--- src/hw/rtl/dmrt_sweep.sv ---
// Post-reset sweep that clears every entry's valid bit, one entry a cycle.
module dmrt_sweep #(
	parameter int INDEX_BITS = 12
) (
	input  logic                  clk,
	input  logic                  arst_n,
	output logic                  busy,
	output logic [INDEX_BITS-1:0] addr
);

	logic [INDEX_BITS-1:0] addr_q;
	logic                  done_q;

	always_ff @(posedge clk or negedge arst_n) begin
		if (!arst_n) begin
			addr_q <= '0;
			done_q <= 1'b0;
		end else if (!done_q) begin
			addr_q <= addr_q + 1'b1;
			if (addr_q == {INDEX_BITS{1'b1}}) begin
				done_q <= 1'b1;
			end
		end
	end

	assign busy = !done_q;
	assign addr = addr_q;

endmodule

--- config.mk ---
export PLATFORM = sky130hd
export DESIGN_NAME = dmrt_sweep
export DESIGN_NICKNAME = d
export VERILOG_FILES = /design/src/hw/rtl/dmrt_sweep.sv
export SDC_FILE = /design/constraint.sdc
export NUM_CORES = 1
export LEC_CHECK = 0
export ABC_AREA = 1
export BUFFER_PORTS_ARGS = -buffer_cell sky130_fd_sc_hd__buf_4
export CORE_MARGIN = 2
export CORE_UTILIZATION = 50
export DETAILED_ROUTE_END_ITERATION = 7
export GPL_TIMING_DRIVEN = 0
export PLACE_DENSITY = 0.72
export SETUP_SLACK_MARGIN = 0.2
export SYNTH_ARGS = -nofsm -noshare
export SYNTH_HDL_FRONTEND = slang
export SYNTH_SLANG_ARGS = --single-unit
export TNS_END_PERCENT = 50
--- constraint.sdc ---
create_clock -name clk -period 1.31 [get_ports clk]
set_input_delay 0.3275 -clock clk [delete_from_list [all_inputs] [get_ports clk]]
set_output_delay 0.3275 -clock clk [all_outputs]
set_load 0.005 [all_outputs]
* Yosys cells after proc, flatten, opt, wreduce, memory -nomap -nowiden
Cells that the tools add are included.
** Word-level totals
- Register bits after elaboration :: 13
- Bits in latches :: 0
- Memory bits (writable) :: 0
- ROM bits :: 0
- Input port bits :: 2
- Output and inout port bits :: 13
- Word-level logic and storage cells :: 7
- Memories :: 0
** Operators by class
- Add/subtract/negate cells :: 1
- Multipliers :: 0
- Divide/modulo/power cells :: 0
- Magnitude comparators :: 0
- Eq/ne operators :: 1
- Shift operators :: 0
- Mux-type cells :: 2
- Bitwise logic cells :: 0
- Reductions and logical operators :: 1
** Operators with widths (count)
- $add A12 B1 Y12 const B :: 1
- $eq A12 B12 Y1 const B :: 1
- $mux W1 :: 2
- $logic_not A1 Y1 :: 1

* Longest topological paths before layout
Gate-level depths: netlist (run 1).
- Depth after elaboration :: 3
- Gate-level depth with buffers :: 7

* Least setup slack after synthesis (run 1)
Ideal clock, no wire load.
- Path type :: register to register
- Start :: register addr_q[0] (netlist: addr[0])
- End :: register addr_q[10] (netlist: addr[10])
- Data arrival time :: 1014 ps
- Required time :: 1197 ps
- Setup slack :: 183 ps
- Stages on the path, launching flop included :: 7
- Path buffers :: 0
- Cell sequence :: dfrtp_1 > ha_1 > nand3_4 > nor2_4 > nand3_1 > nand2_1 > inv_1
** On the way
- Longest elaborated chain between the ends :: 1
** RTL lines
- start, declared :: line 11 : logic [INDEX_BITS-1:0] addr_q;
- start signal, assigned :: line 19 : addr_q <= addr_q + 1'b1;
- $add A12 B1 Y12 :: line 19
Every way passes these cells.
A chain may end at the register's enable or synchronous reset.

* Final worst setup path (run 1)
- Start :: register addr_q[1] (netlist: addr[1])
- End :: output port addr[1]
** RTL lines
- end, declared :: line 8 : output logic [INDEX_BITS-1:0] addr
No word-level cell between the ends.

==> results of run 1 <==
==> final cells by class <==
class                      count  area [sq um]
fill                          89           282
clock buffer                   4          26.3
timing repair buffer          26           246
sequential                    13           330
tap                           15          18.8
multi-input combinational     50           310
inverter                      14          55.1
==> logic make-up after synthesis <==
kind of cell               synth area share
and+or+nand+nor                       0.319
buffers and inverters                0.0798
DFF                                   0.494
xor gates and xnor gates             0.0799
AOI/OAI and AO/OA                   0.00760
adders and majority gates            0.0190
==> sequential cells by signal, summed over array words and instances (netlist names) <==
name and count:
addr 12, done_q 1
==> layout by cell type (no fill, tap or decap) <==
cell type       n
buf_4          12
buf_6          13
clkbuf_1        1
clkbuf_4        3
dfrtp_1         9
dfrtp_2         4
dlygate4sd3_1   1
ha_4            1
inv_1          13
inv_4           1
nand2_1        22
nand2_2         1
nand3_1         4
nand3_2         2
nand3_4         1
nand3b_1        1
nand4_1         2
nor2_1          4
nor2_2          1
nor2_4          2
nor3_1          2
o21ai_0         1
xnor2_1         2
xnor2_2         1
xor2_1          3
==> power by group <==
group	internal [uW]	switching, uW	total (uW)
Combinational	3.99	8.21	12.2
Clock	118	133	251
Sequential	401	0	401
Total	523	141	664
==> stage by stage <==
step	power [uW]	setup slack, ns
5_1_grt	683	0.0650
4_1_cts	666	0.132
3_5_place_dp	419	0.126
6_report	664	0.124
3_3_place_gp	419	0.136
2_1_floorplan	409	0.190
==> worst min-delay path by stage <==
stage                 from  endpoint  slack, ns  cells after the start
finish              arst_n   addr[4]       0.42                      2
global route        arst_n   addr[0]       0.44                      2
floorplan           arst_n   addr[0]       0.03                      0
global placement    arst_n   addr[3]       0.18                      1
CTS                 arst_n   addr[4]       0.43                      2
detailed placement  arst_n   addr[4]       0.18                      1
==> timing repair <==
| item | in CTS | in global routing |
|---|---|---|
| hold buffers | 1 | 0 |
| endpoints found under the setup margin | 18 | 24 |
| hold endpoints to repair | 13 | 0 |
| setup buffers | 11 | 0 |
| gates resized for setup | 11 | 12 |
| pin swaps | 0 | 6 |
==> routing by layer <==
layer / up-vias / share of wire / GRT usage / wire length, um
li1: 297 / - / - / -
met5: - / 0 / 0 / 0
met2: 13 / 0.50 / 0.302 / 714
met3: 5 / 0.030 / 0.0333 / 43
met4: 0 / 0.020 / 0.125 / 29
met1: 286 / 0.45 / 0.269 / 636
==> metrics, run 1 <==
status=finished clean; CP Capture Type=output port; DR pass1 iterations=4; post-synthesis sequential area ratio=0.494; Die ar.=roughly 1600 sq um; clock tree buffer depth=2; total CTS buffers=3; crit-path cells=buf_6; I/O pin count=15; DP Area=a little under 800 sq um; Lkg Pwr=slightly below 0.0005 uW; starting DRC count in detailed routing=17; Synth Instances=a little under 80; first-pass GRT wire length=around 2.1 mm; clock-pin slew on the worst setup and hold paths=approximately 0.08 ns; top cells by area, synth=dfrtp_1 (49%), nand2_1 (13%), inv_1 (7.4%), xnor2_1 (4.0%), xor2_1 (4.0%); Mapped Avg Cell Area=around 8.5 sq um; hold_ws=between 0.4 and 0.5 ns; top cells by count, synth=nand2_1 (23), dfrtp_1 (13), inv_1 (13); Async SR Flop Fraction=1.00; Slew headroom=0.847; max incr delay on CP=0.45 ns; Chip Height=40.3 um; Fin. Hold Viols=0; routability-driven placement congestion ratio=roughly 0.75; RSZ-0062 raised after global routing=yes; final WL=about 1.4 mm; worst skew pair latency=~0.28 ns; Worst Reg-to-Reg Cells=4; worst slew pin tran=about 0.23 ns; number of port buffers=14; critical path data required time=0.98 ns; PD cells=just under 700 nW/um^2; CP Launch Type=flip-flop; reg2reg end=addr[7]; r2r setup slk=approximately 0.14 ns; Peak VDD IR=roughly 0.53 mV; net count after synthesis=80; layout cell share with drive strength beyond 1=0.393; area delta synth->final=50.0%; Nets=111; GR Overflow Total=0; Worst EP arrival=roughly 0.86 ns; count leader, synth=nand2_1; Hold Path Class=in -> async; Post-Syn Area=around 660 sq um; HPWL after DPL=~940 um; Final Cycle Share=0.905; Synth area leader=dfrtp_1; min Tclk post-route=approximately 1.2 ns; clock sink count=13; YS warnings=0; Setup Viol. Count Final=0; Layout Skew=approximately 0.00075 ns; post-synthesis cell type count=16; fin util=0.778; Vias/cell=between 4 and 5; Clock H-tree levels=1; Setup TNS Final=0 ns; initial core utilization=0.519; via count=between 600 and 700; Slew Limit Fails=0; Critical path buffers and inverters=1; DR DRC count=0; die width=around 40 um; Critical Path Fanout Max=4; pin count of the biggest net entering global routing=14; slowest CP cell=dfrtp_2; CP Launch Point=addr[1]; top-area cell type share of the netlist area=0.494; Final ANT Viol Nets=0; initial antenna violation count=0; Finished Layout Cells=approximately 120; critical path capture point=addr[1]; Yosys reg bits=13; antenna fix cells=0; number of global-route vias before repair=between 400 and 500; CP Class=reg -> out; number of flops mapped to enable cells by yosys=0; WL/cell=about 12 um; Root Buffer=clkbuf_4; core area=roughly 1300 sq um; TritonCTS clock tree=built; Stages on worst setup path=1; Rows=13; Reg-to-Reg Start=done_q; most used flip-flop cell after synthesis=dfrtp_1; Top delay family on crit path=flip-flops; f_max=843 MHz; Cells after DPL=between 100 and 150; Total GRT Usage=0.202; max-cap violation count=0; post-route cell area=a little under 1000 sq um
Power figures use the tool's default switching activity.
==> inputs of run 2 (changes only) <==
==> constraint.sdc (replaced) <==
create_clock -name clk -period 1.31 [get_ports clk]
set_input_delay 0.1965 -clock clk [delete_from_list [all_inputs] [get_ports clk]]
set_output_delay 0.1965 -clock clk [all_outputs]
set_load 0.005 [all_outputs]
==> metrics, run 2 (same netlist as run 1, synthesis figures left out) <==
max reg flops=12 (unchanged); CP Capture Type=output port; number of port buffers=14 (unchanged); Int Pwr=523 uW (about the same); total CTS buffers=3 (unchanged); initial antenna violation count=0 (unchanged); worst slew pin tran=0.252 ns (+0.0239 ns); min Tclk post-route=1.15 ns (-0.0310 ns); M3 GR Usage=0.0333 (unchanged); Setup Viol. Count Final=0 (unchanged); DR DRC count=0 (unchanged); max-cap violation count=0 (unchanged); commonest non-fill, non-tap cell in the layout=nand2_1; Power Total=665 uW (about the same); starting DRC count in detailed routing=10 (-7); worst skew pair latency=0.28 ns (about the same); Peak VDD IR=0.525 mV (-0.23%); Layout Skew=0.000735 ns (-0.0000180 ns); core area=1270 sq um (unchanged); slowest CP cell=dfrtp_2; Slew headroom=0.832 (-0.0158); switching pwr=142 uW (+0.17%); f_max=866 MHz (+2.7%); max incr delay on CP=0.44 ns (about the same); Setup TNS Final=0 ns (unchanged); Lkg Pwr=0.000442 uW (-11%); WL/cell=11.7 um (+0.35%); Logic pwr share=0.018 (about the same); die width=40.3 um (unchanged); Nets=104 (-6.3%); TritonCTS clock tree=built; RSZ-0062 raised after global routing=yes; crit-path cells=inv_2 -> buf_4; Fillers=109 (+22%); clock-pin slew on the worst setup and hold paths=0.08 ns (about the same); area delta synth->final=36.1%; status=finished clean; Final Cycle Share=0.881 (-0.0237); DR pass1 iterations=4 (unchanged); Root Buffer=clkbuf_4; HPWL after DPL=943 um (unchanged); number of global-route vias before repair=465 (-6.1%); antenna fix cells=0 (unchanged); I/O pin count=15 (unchanged); met1 usage in global routing=0.246 (-0.0233); Net Sw Frac=0.213 (+0.000281); layout cell share with drive strength beyond 1=0.340 (-0.0525); initial core utilization=0.519 (unchanged); critical path data required time=1.11 ns (+0.13 ns); pin count of the biggest net entering global routing=14 (unchanged); PD cells=742 nW/um^2 (+10%); Final ANT Viol Nets=0 (unchanged); via count=579 (-3.7%); Clock H-tree levels=1 (unchanged); Rows=13 (unchanged); clock sink count=13 (unchanged); DP Worst Slack=0.126 ns (unchanged); final WL=1.35 mm (-5.4%); Cells after DPL=106 (unchanged); Sequential Power Share=0.603 (about the same); Vias/cell=5.03 (+2.2%); met2 GRT Util=0.286 (-0.0161); clock tree buffer depth=2 (unchanged); routability-driven placement congestion ratio=0.748 (unchanged); Clk pwr share=0.379 (about the same); Fin. Hold Viols=0 (unchanged); Finished Layout Cells=115 (-5.7%); Worst EP arrival=0.96 ns (+0.10 ns); Chip Height=40.3 um (unchanged); first-pass GRT wire length=1.95 mm (-6.9%); Die ar.=1620 sq um (unchanged); GR Overflow Total=0 (unchanged); commonest non-fill, non-tap cells in the layout=nand2_1 (22), buf_4 (16), inv_1 (13), dfrtp_1 (11); Critical Path Fanout Max=5 (+1); most used routing layer=met2; Slew Limit Fails=0 (unchanged); Hold Path Class=in -> async; Total GRT Usage=0.189 (-0.0125); final worst slack=0.155 ns (+0.0310 ns); CP Launch Type=flip-flop; CP Class=reg -> out
## run 2: what timing repair did
| item | 4_1_cts | 5_1_grt |
|---|---|---|
| pin swaps | 1 | 6 |
| gates resized for setup | 2 | 9 |
| buffers inserted | 3 | 1 |
| endpoints found under the setup margin | 6 | 12 |
| gates cloned | 0 | 0 |
| hold buffers | 1 | 0 |
| hold endpoints to repair | 13 | 0 |
## run 2: per-layer routing
metal	vias to the layer above	wire, um
met2	16	676
li1	286	-
met1	270	575
met3	7	53
met5	-	0
met4	0	42
## run 2: critical path: cells and delay by family, from the launching register on
family	cells	cell delay [ns]
buf+inv	2	0.24
flops	1	0.44
## run 2: worst paths after layout
| check | start | to | slack (ns) | depth (start not counted) |
|---|---|---|---|---|
| hold reg to reg | addr[5] | addr[5] | 0.53 | 1 |
| setup / recovery | done_q | busy | 0.16 | 2 |
| setup reg to reg | addr[0] | addr[5] | 0.16 | 5 |
| min in group clk | addr[5] | addr[5] | 0.53 | 1 |
| max in group asynchronous | arst_n | addr[1] | 0.84 | 2 |
| hold / removal | arst_n | addr[4] | 0.29 | 2 |
## run 2: final cells by class
class,count,area [sq um],area share
clock buffers,4,26.3,0.0293
inverters,14,52.6,0.0587
multi-input cells,50,318,0.355
flip-flops and latches,13,328,0.366
well taps,15,18.8,0.0209
repair buffers,19,153,0.170
## run 2: power by group through the flow
stage	combinational (uW)	sequential, uW	clock (uW)
after floorplan	0.000165	409	0
after global placement	10.1	409	0
after detailed placement	10.3	409	0
after CTS	12.7	401	253
after global routing	14.0	401	271
final	11.9	401	252
## run 2: stage by stage
step,hold slack (ns),utilization,cell area [sq um]
after floorplan,-0.0991,-,661
after global placement,0.0485,0.618,785
after detailed placement,0.0506,0.618,785
after CTS,0.298,0.674,855
after global routing,0.310,0.706,896
final,0.290,0.706,896
==> inputs of run 3 (changes only) <==
CTS_BUF_LIST = sky130_fd_sc_hd__clkbuf_16   (was unset)
==> metrics, run 3 (same netlist as run 1, synthesis figures left out) <==
CP Launch Type=flip-flop; CP Class=reg -> reg; Clock H-tree levels=1 (unchanged); slowest CP cell=dfrtp_1; WL/cell=12.6 um (+7.2%); RSZ-0062 raised after global routing=yes; DR pass1 iterations=4 (unchanged); worst slew pin tran=0.225 ns (-0.0271 ns); pin count of the biggest net entering global routing=14 (unchanged); area delta synth->final=40.3%; clock tree buffer depth=2 (unchanged); Total GRT Usage=0.203 (+0.0139); Layout Skew=0.00113 ns (+0.000397 ns); Final Cycle Share=0.854 (-0.0275); CP Launch Point=addr[0]; TritonCTS clock tree=built; die width=40.3 um (unchanged); critical path data required time=1.49 ns (+0.38 ns); DR DRC count=0 (unchanged); core area=1270 sq um (unchanged); final WL=1.46 mm (+8.2%); Reg-to-Reg Start=addr[0]; Sequential Power Share=0.414 (-0.189); Int Pwr=808 uW (+55%); critical path capture point=addr[10]; GR Overflow Total=0 (unchanged); routability-driven placement congestion ratio=0.748 (unchanged); Setup TNS Final=0 ns (unchanged); number of global-route vias before repair=490 (+5.4%); reg2reg end=addr[10]; I/O pin count=15 (unchanged); Fin. Hold Viols=0 (unchanged); commonest non-fill, non-tap cells in the layout=nand2_1 (23), buf_4 (19), inv_1 (14), dfrtp_1 (11); Chip Height=40.3 um (unchanged); via count=592 (+2.2%); Setup Viol. Count Final=0 (unchanged); DP Worst Slack=0.126 ns (unchanged); Fillers=101 (-7.3%); Lkg Pwr=0.000471 uW (+6.5%); clock sink count=13 (unchanged); layout cell share with drive strength beyond 1=0.317 (-0.0232); PD cells=1050 nW/um^2 (+42%); Nets=105 (+0.96%); Logic pwr share=0.012 (-0.006); antenna fix cells=0 (unchanged); Crit path top cell by count=nand2_1; HPWL after DPL=943 um (unchanged); max reg flops=12 (unchanged); worst skew pair latency=0.24 ns (-0.04 ns); clock-pin slew on the worst setup and hold paths=0.04 ns (-0.04 ns); total CTS buffers=3 (unchanged); Rows=13 (unchanged); Slew Limit Fails=0 (unchanged); max-cap violation count=0 (unchanged); Final ANT Viol Nets=0 (unchanged); crit-path cells=ha_2 -> nand3_4 -> nor2_4 -> nand2_1 -> nand2_1 -> nand2_1 -> inv_1; Peak VDD IR=0.756 mV (+44%); final worst slack=0.191 ns (+0.0360 ns); initial antenna violation count=0 (unchanged); commonest non-fill, non-tap cell in the layout=nand2_1; number of port buffers=14 (unchanged); r2r setup slk=0.19 ns (+0.04 ns); max incr delay on CP=0.35 ns (-0.09 ns); Critical Path Fanout Max=5 (unchanged); Vias/cell=5.10 (+1.4%); Clk pwr share=0.573 (+0.194); min Tclk post-route=1.12 ns (-0.0360 ns); CP Capture Type=flip-flop; Die ar.=1620 sq um (unchanged); Hold Path Class=in -> async; Slew headroom=0.850 (+0.0179); starting DRC count in detailed routing=19 (+9); Worst EP arrival=1.30 ns (+0.34 ns); f_max=894 MHz (+3.2%); status=finished clean; switching pwr=165 uW (+16%); Net Sw Frac=0.169 (-0.0439); Worst Reg-to-Reg Cells=7 (+2); initial core utilization=0.519 (unchanged); first-pass GRT wire length=2.08 mm (+6.7%); Root Buffer=clkbuf_16
## run 3: cell types whose count changed in the layout (fill, tap and decap cells not counted), sizes merged
cell    before  now
clkbuf       4    3
buf         18   19
inv         14   15
## run 3: power by group through the flow
| stage | registers (uW) | logic (uW) | clock network (uW) |
|---|---|---|---|
| after floorplan | 409 | 0.000165 | 0 |
| after global placement | 409 | 10.1 | 0 |
| after detailed placement | 409 | 10.3 | 0 |
| after CTS | 403 | 12.7 | 565 |
| after global routing | 402 | 14.0 | 588 |
| final | 403 | 12.1 | 558 |
## run 3: per-stage QoR
step                      hold WS [ns]  cells  total power (uW)  utilization  cell area [sq um]
after CTS                        0.345    113               980        0.703                892
after global placement          0.0485    106               419        0.618                785
after floorplan                -0.0991     77               409            -                661
after global routing             0.364    116              1000        0.728                923
after detailed placement        0.0506    106               419        0.618                785
final                            0.341    116               973        0.728                923
## run 3: worst min path at each step
| stage | from | endpoint | slack (ns) | cells after the start |
|---|---|---|---|---|
| finish | arst_n | addr[4] | 0.34 | 2 |
| global route | arst_n | addr[0] | 0.36 | 2 |
| CTS | arst_n | addr[2] | 0.35 | 2 |
| detailed placement | arst_n | addr[4] | 0.05 | 1 |
| global placement | arst_n | addr[3] | 0.05 | 1 |
| floorplan | arst_n | addr[0] | -0.1 | 0 |
## run 3: area by class of cell
| class | instances | area (sq um) | area share |
|---|---|---|---|
| clock buffer | 3 | 75.1 | 0.0813 |
| clock inverter | 1 | 3.75 | 0.00407 |
| inverter | 14 | 55.1 | 0.0596 |
| multi-input combinational | 50 | 290 | 0.314 |
| sequential | 13 | 328 | 0.355 |
| tap | 15 | 18.8 | 0.0203 |
| timing repair buffer | 20 | 153 | 0.165 |
## run 3: critical path: cells and delay by family, from the launching register on
family                     cells  cell delay [ns]
DFF                            1             0.35
buffers and inverters          1             0.05
and+or+nand+nor                5             0.46
adders and majority gates      1             0.21
## run 3: repair_timing
item	in CTS	in global routing
gates resized for setup	2	3
endpoints found under the hold margin	13	0
endpoints found under the setup margin	7	9
hold buffers	1	0
buffers inserted	2	3
## run 3: layer usage
layer / global-route usage / up-vias / share of wire
met1: 0.263 / 278 / 0.43
met3: 0.0500 / 8 / 0.058
li1: - / 282 / -
met2: 0.302 / 24 / 0.47
met4: 0.125 / 0 / 0.036
met5: 0 / - / 0
