**src/hw/rtl/dmrt_pkg.sv**
```systemverilog
// Shared types and codes for the direct-mapped result table.
package dmrt_pkg;

	localparam logic OP_PROBE = 1'b0;
	localparam logic OP_STORE = 1'b1;

	typedef struct packed {
		logic        operation;
		logic [63:0] key_hash;
		logic [7:0]  search_depth;
		logic [63:0] store_count;
	} req_t;

	typedef struct packed {
		logic        hit;
		logic [63:0] found_count;
		logic [63:0] hit_total;
		logic [63:0] miss_total;
	} rsp_t;

	typedef struct packed {
		logic        valid;
		logic [63:0] key;
		logic [7:0]  depth;
		logic [63:0] count;
	} entry_t;

endpackage

```
**src/hw/rtl/dmrt_lookup.sv**
```systemverilog
// Compare stage, hit/miss counters and the response register.
module dmrt_lookup (
	input  logic             clk,
	input  logic             arst_n,
	input  logic             take,
	input  dmrt_pkg::req_t   req,
	input  dmrt_pkg::entry_t rdata,
	output logic             room,
	output logic             rsp_valid,
	input  logic             rsp_stall,
	output dmrt_pkg::rsp_t   rsp
);

	logic        valid_s1;
	logic        op_s1;
	logic [63:0] key_s1;
	logic [7:0]  depth_s1;

	logic [63:0]    hit_q;
	logic [63:0]    miss_q;
	logic           rsp_valid_q;
	dmrt_pkg::rsp_t rsp_q;

	logic        move;
	logic        hit_c;
	logic [63:0] hit_nxt;
	logic [63:0] miss_nxt;

	assign move = valid_s1 && (!rsp_valid_q || !rsp_stall);
	assign room = !valid_s1 || move;

	// A probe hits on a valid entry holding the same key and depth.
	assign hit_c = (op_s1 == dmrt_pkg::OP_PROBE) && rdata.valid &&
		(rdata.key == key_s1) && (rdata.depth == depth_s1);

	always_comb begin
		hit_nxt  = hit_q;
		miss_nxt = miss_q;
		if (op_s1 == dmrt_pkg::OP_PROBE) begin
			if (hit_c) begin
				hit_nxt = hit_q + 64'd1;
			end else begin
				miss_nxt = miss_q + 64'd1;
			end
		end
	end

	always_ff @(posedge clk or negedge arst_n) begin
		if (!arst_n) begin
			valid_s1    <= 1'b0;
			hit_q       <= '0;
			miss_q      <= '0;
			rsp_valid_q <= 1'b0;
		end else begin
			if (take) begin
				valid_s1 <= 1'b1;
			end else if (move) begin
				valid_s1 <= 1'b0;
			end
			if (move) begin
				hit_q       <= hit_nxt;
				miss_q      <= miss_nxt;
				rsp_valid_q <= 1'b1;
			end else if (!rsp_stall) begin
				rsp_valid_q <= 1'b0;
			end
		end
	end

	always_ff @(posedge clk) begin
		if (take) begin
			op_s1    <= req.operation;
			key_s1   <= req.key_hash;
			depth_s1 <= req.search_depth;
		end
		if (move) begin
			rsp_q.hit         <= hit_c;
			rsp_q.found_count <= hit_c ? rdata.count : 64'd0;
			rsp_q.hit_total   <= hit_nxt;
			rsp_q.miss_total  <= miss_nxt;
		end
	end

	assign rsp_valid = rsp_valid_q;
	assign rsp       = rsp_q;

endmodule

```
**config.mk**
```make
export PLATFORM = sky130hd
export DESIGN_NAME = dmrt_lookup
export DESIGN_NICKNAME = d
export VERILOG_FILES = /design/src/hw/rtl/dmrt_pkg.sv /design/src/hw/rtl/dmrt_lookup.sv
export SDC_FILE = /design/constraint.sdc
export NUM_CORES = 1
export LEC_CHECK = 0
export ABC_AREA = 1
export BUFFER_PORTS_ARGS = -buffer_cell sky130_fd_sc_hd__clkbuf_2
export CAP_MARGIN = 30
export CORE_MARGIN = 2
export CORE_UTILIZATION = 33
export DETAILED_ROUTE_END_ITERATION = 10
export PLACE_DENSITY = 0.53
export SLEW_MARGIN = 10
export SYNTH_ARGS = -nofsm -noshare
export SYNTH_HDL_FRONTEND = slang
export SYNTH_SLANG_ARGS = --single-unit
```
**constraint.sdc**
```tcl
create_clock -name clk -period 8.7 [get_ports clk]
set_input_delay 0.435 -clock clk [delete_from_list [all_inputs] [get_ports clk]]
set_output_delay 0.435 -clock clk [all_outputs]
set_load 0.03 [all_outputs]
```
Word level (Yosys, flattened, before mapping)
Cells that the tools add are included.
{"block": "op_classes", "add_sub_neg": 2, "n_mul": 0, "div": 0, "n_lt_le_gt_ge": 0, "n_eq_ne": 3, "shifts": 0, "mux": 8, "bitwise_logic": 1, "n_reduce_logical": 10}
{"operator": "64-bit 2-to-1 mux", "n": 4}
{"operator": "64-bit by 1-bit adder with 64-bit output, second input constant", "n": 2}
{"operator": "64-bit equality test", "n": 1}
{"operator": "8-bit equality test", "n": 1}
{"operator": "1-bit logical AND", "n": 4}
{"operator": "1-bit 2-to-1 mux", "n": 4}
{"operator": "1-bit zero test", "n": 3}
{"operator": "1-bit logical OR", "n": 2}
{"operator": "2-bit by 1-bit != test with 1-bit output, second input constant", "n": 1}
{"operator": "2-bit nonzero test", "n": 1}
{"operator": "1-bit NOT", "n": 1}
{"block": "word_totals", "regBits": 396, "latch_bits": 0, "ram_bits": 0, "rom_bits": 0, "inputBits": 278, "out_inout_bits": 195, "elab_cells": 35, "memories": 0}

Logic depth before layout (Yosys ltp)
Gate-level depths: netlist of run 1.
{"block": "depth", "ltp_word": 6, "mapped_depth": 16}

Least setup slack after synthesis of run 1
No wires, ideal clock.
{"block": "synth_path", "path_type": "flip-flop to flip-flop", "from": "register rsp_valid_q, in the netlist rsp_valid", "to": "register rsp_q, in the netlist rsp[0] (enable)", "arrival_ps": 6583, "required_time_ps": 8067, "path_slack_ps": 1484, "path_stages_with_launch": 6, "n_path_buf": 2, "path_cell_list": "dfrtp_1 nand2_1 inv_1 nor2_1 clkbuf_1 clkbuf_1"}
{"block": "synth_between", "elab_chain_len": 3}
{"item": "start, declared", "line": "dmrt_lookup.sv:21", "rtl": "logic rsp_valid_q;"}
{"item": "start signal, assigned", "line": "dmrt_lookup.sv:53", "rtl": "rsp_valid_q <= 1'b0;"}
{"item": "start signal, assigned", "line": "dmrt_lookup.sv:63", "rtl": "rsp_valid_q <= 1'b1;"}
{"item": "start signal, assigned", "line": "dmrt_lookup.sv:65", "rtl": "rsp_valid_q <= 1'b0;"}
{"item": "1-bit zero test", "line": "dmrt_lookup.sv:29", "rtl": "assign move = valid_s1 && (!rsp_valid_q || !rsp_stall);"}
{"item": "1-bit logical OR", "line": "dmrt_lookup.sv:29"}
{"item": "1-bit logical AND", "line": "dmrt_lookup.sv:29"}
{"item": "named net move", "line": "dmrt_lookup.sv:24", "rtl": "logic move;"}
{"item": "end, declared", "line": "dmrt_lookup.sv:22", "rtl": "dmrt_pkg::rsp_t rsp_q;"}
The timed path passes the listed nets, and every way through them passes these cells.
A chain may end at the register's enable or synchronous reset.

Worst setup path in the final report of run 1
{"block": "layout_path", "from": "register key_s1[52]", "to": "register rsp_q, in the netlist rsp[0] (data pin)"}
{"block": "layout_between", "elab_chain_len": 5}
{"item": "start, declared", "line": "dmrt_lookup.sv:16", "rtl": "logic [63:0] key_s1;"}
{"item": "start signal, assigned", "line": "dmrt_lookup.sv:73", "rtl": "key_s1 <= req.key_hash;"}
{"item": "64-bit equality test", "line": "dmrt_lookup.sv:34", "rtl": "(rdata.key == key_s1) && (rdata.depth == depth_s1);"}
{"item": "1-bit logical AND", "line": "dmrt_lookup.sv:33", "rtl": "assign hit_c = (op_s1 == dmrt_pkg::OP_PROBE) && rdata.valid &&"}
{"item": "1-bit logical AND", "line": "dmrt_lookup.sv:34"}
{"item": "64-bit 2-to-1 mux", "line": "dmrt_lookup.sv:40", "rtl": "if (hit_c) begin"}
{"item": "64-bit 2-to-1 mux", "line": "dmrt_lookup.sv:39", "rtl": "if (op_s1 == dmrt_pkg::OP_PROBE) begin"}
{"item": "named net miss_nxt[0]", "line": "dmrt_lookup.sv:27", "rtl": "logic [63:0] miss_nxt;"}
The timed path passes the listed nets, and every way through them passes these cells.

==> impl_metrics.env, run 1 <==
export IMPL_status="finished, final reports clean"
export IMPL_core_area_sq_um=64200
export IMPL_ios=473
export IMPL_via_per_inst=4.53
export IMPL_crit_type="register to register"
export IMPL_area_delta_synth_final_pct=23.9
export IMPL_hold_class="input pin to register"
export IMPL_io_buffers=408
export IMPL_seqCellArea_sq_um=11200
export IMPL_yosysWarnings=0
export IMPL_hold_viol_final=0
export IMPL_drive_gt1_frac=0.163
export IMPL_grt_ovfl_total=0
export IMPL_fin_skew_ps=13.4
export IMPL_synth_seq_cells=396
export IMPL_die_h_microns=259
export IMPL_grt_max_degree=141
export IMPL_rows=93
export IMPL_use_met2=0.300
export IMPL_relSlewSlack=0.370
export IMPL_grt_use_met3=0.0398
export IMPL_drc_errors=0
export IMPL_wl_mm=62.3
export IMPL_max_stage_delay_ps=430
export IMPL_final_max_slew_viol_count=0
export IMPL_hpwl_mm=45.4
export IMPL_fin_crit_ps=2990
export IMPL_fp_dieArea_sq_um=66900
export IMPL_final_cell_mix="1,007 x nand2_1, 446 x inv_1, 406 x clkbuf_2"
export IMPL_wl_per_cell_microns=15.1
export IMPL_path_clk_slew_ps=60
export IMPL_critPathMaxFanout=91
export IMPL_multi_input_area_sq_um=8180
export IMPL_grt_antenna_before_repair=4
export IMPL_netlist_instances=2787
export IMPL_dp_cells=3991
export IMPL_crit_arrival_ps=3310
export IMPL_grt_usage=0.184
export IMPL_cp_buffers_inverters=2
export IMPL_clk_path_buf_depth=3
export IMPL_fillers=6642
export IMPL_clock_latency_ps=580
export IMPL_place_congestion=0.899
export IMPL_rsz0062_at_grt="no"
export IMPL_syn_nets=3067
export IMPL_detail_route_antenna_nets=0
export IMPL_leakagePower_nw=13.0
export IMPL_yosysUniqueCellTypes=32
export IMPL_critical_path_top_delay_family="simple AND/OR/NAND/NOR gates"
export IMPL_post_cts_setup_buffer_count=0
export IMPL_synth_area_sq_um=21400
export IMPL_htree_levels=2
export IMPL_cp_common_cell="nand2_1"
export IMPL_max_cap_violations=0
export IMPL_cts_root_buf="clkbuf_16"
export IMPL_worstPathRequired_ps=9030
export IMPL_die_w_microns=259
export IMPL_crit_slowest_cell="xnor2_1"
export IMPL_seq_area_frac_synth=0.525
export IMPL_min_period_over_period=0.344
export IMPL_mostFrequentLayoutCell="nand2_1"
export IMPL_worstSetupStartpointType="register"
export IMPL_crit_chain="xnor2_1, nand3_1, nor2_1, nand2_1, nor2_1, nand3_4, buf_4, buf_16, nand2_1, nand2_1, and2_1"
export IMPL_max_freq_mhz=335
export IMPL_num_vias=18731
export IMPL_setup_viol=0
export IMPL_power_density_nw_per_um2=201
export IMPL_crit_path_end_kind="register"
export IMPL_layout_nets=3517
export IMPL_p_total_mw=5.32
export IMPL_start_util=0.333
export IMPL_fin_tns_setup_ps=0
export IMPL_cts_tree="built"
export IMPL_grt_pass1_vias=17546
export IMPL_first_pass_iters=6
export IMPL_met1_usage=0.248
export IMPL_clock_sinks=396
export IMPL_placed_cell_area_sq_um=24400
export IMPL_design_area_sq_um=26500
export IMPL_cts_buffers=48
export IMPL_drtIter0Drc=1193
export IMPL_grt_pass1_wl_mm=97.0
export IMPL_syn_area_per_cell_sq_um=7.68
export IMPL_fin_cells=4135
export IMPL_vdd_drop_max_v=0.000138
export IMPL_max_slew_worst_pin_slew_ps=945
export IMPL_busiest_layer="met2"
==> metrics by stage <==
step | setup slack, ps | util | hold slack, ps
5_1_grt | 5420 | 0.413 | 10.8
3_3_place_gp | 4900 | 0.379 | 480
2_1_floorplan | 1480 | - | 139
6_report | 5710 | 0.413 | 44.0
4_1_cts | 5640 | 0.411 | 0.0851
3_5_place_dp | 5510 | 0.379 | 483
==> synth_stat cells <==
cell type,instances,area (sq um)
nand3_4,2,35.0
nand2_2,1,6.26
nand2_1,1007,3780
nor2_2,13,81.3
nor2_1,322,1210
xnor2_1,7,61.3
nand4_1,104,651
and2_0,1,6.26
nor2_4,7,78.8
clkbuf_1,31,116
nand3_1,220,1100
nor4_1,6,37.5
buf_6,2,22.5
nor3_2,3,30.0
o21bai_2,2,22.5
nand2_4,1,11.3
inv_1,446,1670
nor3b_1,3,22.5
xor2_1,1,8.76
o21bai_1,6,45.0
buf_1,14,52.6
ha_1,2,25.0
inv_2,4,15.0
and2_1,55,344
nor3_1,50,250
nand3_2,3,30.0
nand3b_1,19,143
dfrtp_1,130,3250
o21ai_1,8,40.0
edfxtp_1,266,7990
o21ai_0,26,130
buf_2,25,125
==> cell type report <==
class,instances,share of cell area
Multi-Input combinational cell,1869,0.309
Clock buffer,59,0.0484
Antenna cell,3,0.000283
Sequential cell,396,0.424
Inverter,450,0.0638
Timing Repair Buffer,472,0.103
Clock inverter,31,0.0111
Tap cell,855,0.0404
==> repair_timing <==
| item | in CTS | in global routing |
|---|---|---|
| hold buffers | 48 | 0 |
| resized for setup | 0 | 0 |
| hold endpoints to repair | 117 | 0 |
==> logic make-up (layout without fill, tap and decap cells) <==
group / Yosys count / count (layout) / synth area share
AOI/OAI and AO/OA: 42 / 42 / 0.0111
xor gates and xnor gates: 8 / 8 / 0.00327
adders and majority gates: 2 / 2 / 0.00117
buffers and inverters: 522 / 1012 / 0.0937
DFF: 396 / 396 / 0.525
other: 0 / 3 / 0
and+or+nand+nor: 1817 / 1817 / 0.365
==> sequential cells by signal (all words and copies together) (netlist names) <==
register,cells
depth_s1,8
hit_q,64
key_s1,64
miss_q,64
op_s1,1
rsp,193
rsp_valid,1
valid_s1,1
==> worst reg2reg max path, stage by stage, from the launching register on <==
cell and delay, ps:
edfxtp_1 370, xnor2_1 430, nand3_1 160, nor2_1 140, nand2_1 80, nor2_1 220, nand3_4 330, buf_4 320
buf_16 200, nand2_1 260, nand2_1 70, and2_1 150
==> report_power, final <==
part	switching, mW	internal [mW]
clock	0.817	1.20
combinational	0.605	0.272
sequential	0.171	2.25
total	1.59	3.72
==> path summary, 6_finish.rpt <==
check	endpoint	depth (start not counted)	slack, ps	from
worst max-delay path	rsp[0]$_DFFE_PP_	11	5710	key_s1[52]$_DFFE_PP_
worst min-delay path	key_s1[51]$_DFFE_PP_	1	40	req[123]
worst max register to register	rsp[0]$_DFFE_PP_	11	5710	key_s1[52]$_DFFE_PP_
worst min register to register	valid_s1$_DFFE_PN0P_	2	490	valid_s1$_DFFE_PN0P_
max in group asynchronous	miss_q[37]$_DFFE_PN0P_	3	6920	arst_n
min in group asynchronous	miss_q[6]$_DFFE_PN0P_	2	470	arst_n
==> layer usage <==
metal  wire, microns  share of wire
met5              15        0.00024
met3            4170          0.067
met2           28400           0.46
met1           28500           0.46
met4            1260          0.020
(Power assumes the default switching activity.)
==> inputs of run 2 (changes only) <==
--- a/config.mk
+++ b/config.mk
@@ -11,7 +11,7 @@
 export CORE_MARGIN = 2
 export CORE_UTILIZATION = 33
 export DETAILED_ROUTE_END_ITERATION = 10
-export PLACE_DENSITY = 0.53
+export PLACE_DENSITY = 0.55
 export SLEW_MARGIN = 10
 export SYNTH_ARGS = -nofsm -noshare
 export SYNTH_HDL_FRONTEND = slang
==> constraint.sdc (replaced) <==
create_clock -name clk -period 2.6 [get_ports clk]
set_input_delay 0.13 -clock clk [delete_from_list [all_inputs] [get_ports clk]]
set_output_delay 0.13 -clock clk [all_outputs]
set_load 0.03 [all_outputs]
==> impl_metrics.env, run 2 (same netlist as run 1, synthesis figures left out) <==
export IMPL_p_int_mw=12.9
export IMPL_max_slew_worst_pin_slew_ps=632
export IMPL_fp_dieArea_sq_um=66900
export IMPL_grt_pass1_vias=18706
export IMPL_fin_tns_setup_ps=0
export IMPL_p_total_mw=18.3
export IMPL_io_buffers=408
export IMPL_htree_levels=2
export IMPL_setup_worst_path_start="key_s1[14]$_DFFE_PP_"
export IMPL_wl_per_cell_microns=15.7
export IMPL_start_util=0.333
export IMPL_final_max_slew_viol_count=0
export IMPL_setup_viol=0
export IMPL_clk_path_buf_depth=3
export IMPL_drive_gt1_frac=0.168
export IMPL_die_w_microns=259
export IMPL_critPathMaxFanout=16
export IMPL_crit_path_end_kind="register"
export IMPL_multi_input_area_sq_um=8200
export IMPL_grt_antenna_before_repair=3
export IMPL_place_congestion=0.894
export IMPL_min_from="rdata[136]"
export IMPL_seq_power_share=0.442
export IMPL_post_cts_setup_buffer_count=0
export IMPL_cts_tree="built"
export IMPL_comb_power_share=0.171
export IMPL_worstSetupStartpointType="register"
export IMPL_cts_root_buf="clkbuf_16"
export IMPL_fin_skew_ps=40.6
export IMPL_via_per_inst=4.60
export IMPL_rrSetupSlack_ps=170
export IMPL_r2r_start="key_s1[14]$_DFFE_PP_"
export IMPL_hold_class="input pin to register"
export IMPL_worstHoldEndpoint="hit_q[57]$_DFFE_PN0P_"
export IMPL_first_pass_iters=6
export IMPL_drc_errors=0
export IMPL_grt_ovfl_total=0
export IMPL_fillers=6422
export IMPL_vdd_drop_max_v=0.000435
export IMPL_min_period_over_period=0.936
export IMPL_grt_pass1_wl_mm=103
export IMPL_area_delta_synth_final_pct=30.3
export IMPL_rows=93
export IMPL_max_cap_violations=0
export IMPL_drtIter0Drc=1477
export IMPL_seqCellArea_sq_um=11200
export IMPL_num_vias=19567
export IMPL_crit_arrival_ps=2750
export IMPL_detail_route_antenna_nets=0
export IMPL_hold_viol_final=0
export IMPL_largest_register_ffs=193
export IMPL_dp_cells=4024
export IMPL_mostFrequentLayoutCell="nand2_1"
export IMPL_whs_ps=62.1
export IMPL_fin_crit_ps=2430
export IMPL_wl_mm=66.9
export IMPL_swShare=0.295
export IMPL_worstPathRequired_ps=2910
export IMPL_fin_cells=4256
export IMPL_placed_cell_area_sq_um=24800
export IMPL_grt_max_degree=79
export IMPL_clock_sinks=396
export IMPL_leakagePower_nw=13.7
export IMPL_rsz0062_at_grt="no"
export IMPL_p_clk_frac=0.387
export IMPL_layout_nets=3638
export IMPL_grt_usage=0.197
export IMPL_reg2reg_to="rsp[82]$_DFFE_PP_"
export IMPL_status="finished, final reports clean"
export IMPL_die_h_microns=259
export IMPL_hpwl_mm=48.8
export IMPL_ios=473
export IMPL_power_density_nw_per_um2=658
export IMPL_design_area_sq_um=27900
export IMPL_max_freq_mhz=411
export IMPL_r2r_cells=10
export IMPL_final_cell_mix="1,007 x nand2_1, 446 x inv_1, 406 x clkbuf_2"
export IMPL_cts_buffers=48
export IMPL_hold_path_cell_count=7
export IMPL_core_area_sq_um=64200
export IMPL_crit_type="register to register"
export IMPL_relSlewSlack=0.579
export IMPL_p_sw_mw=5.42
export IMPL_path_clk_slew_ps=60
export IMPL_clock_latency_ps=590
run 2: cell count changes in the layout (fill, tap and decap cells not counted), sizes merged:
| cell | before | now |
|---|---|---|
| inv | 451 | 450 |
| bufinv | 5 | 7 |
| dlygate4sd3 | 48 | 139 |
| clkinvlp | 6 | 1 |
| buf | 18 | 48 |
| clkbuf | 465 | 469 |
run 2: worst max path at each step:
stage,cells past startpoint,end
after floorplan,5,rsp[0]$_DFFE_PP_
after global placement,10,rsp[82]$_DFFE_PP_
after detailed placement,10,rsp[82]$_DFFE_PP_
after CTS,10,rsp[82]$_DFFE_PP_
after global routing,12,rsp[95]$_DFFE_PP_
final,10,rsp[82]$_DFFE_PP_
run 2: worst max-delay path, stage by stage (launching register included):
cell and delay [ps]:
edfxtp_1 380, xnor2_1 290, nand3_1 190, nor2_1 210, nand2_1 80, nor2_1 240
nand3_1 180, nor2_4 140, buf_12 160, nand3_1 90, and2_1 200
run 2: repair_timing:
item	4_1_cts	5_1_grt
hold endpoints to repair	194	0
gates resized for setup	0	4
hold buffers	139	0
endpoints found under the setup margin	0	8
run 2: per-layer routing:
| metal | global-route usage | part of all wire | wire length (microns) | up-vias |
|---|---|---|---|---|
| li1 | - | - | - | 9938 |
| met1 | 0.249 | 0.43 | 28900 | 8979 |
| met2 | 0.340 | 0.48 | 32200 | 538 |
| met3 | 0.0305 | 0.052 | 3480 | 112 |
| met4 | 0.0734 | 0.034 | 2260 | 0 |
| met5 | 0 | 0 | 0 | - |
run 2: layout make-up:
class	instances	area share
flip-flops and latches	396	0.403
multi-input cells	1869	0.294
repair buffers	593	0.143
inverters	450	0.0607
clock buffers	63	0.0481
well taps	855	0.0384
clock inverters	27	0.0120
diodes	3	0.000269
run 2: power by group through the flow:
stage	sequential [mW]	combinational [mW]	clock, mW
2_1_floorplan	8.67	1.34	0
3_3_place_gp	8.22	2.98	0
3_5_place_dp	8.22	2.99	0
4_1_cts	8.11	3.17	7.33
5_1_grt	8.20	3.50	7.56
6_report	8.11	3.14	7.10
run 2: through the flow:
step / setup slack [ps] / utilization
after global routing: 16.3 / 0.434
after global placement: 205 / 0.386
after CTS: 172 / 0.434
final: 166 / 0.434
after floorplan: 73.4 / -
after detailed placement: 175 / 0.386
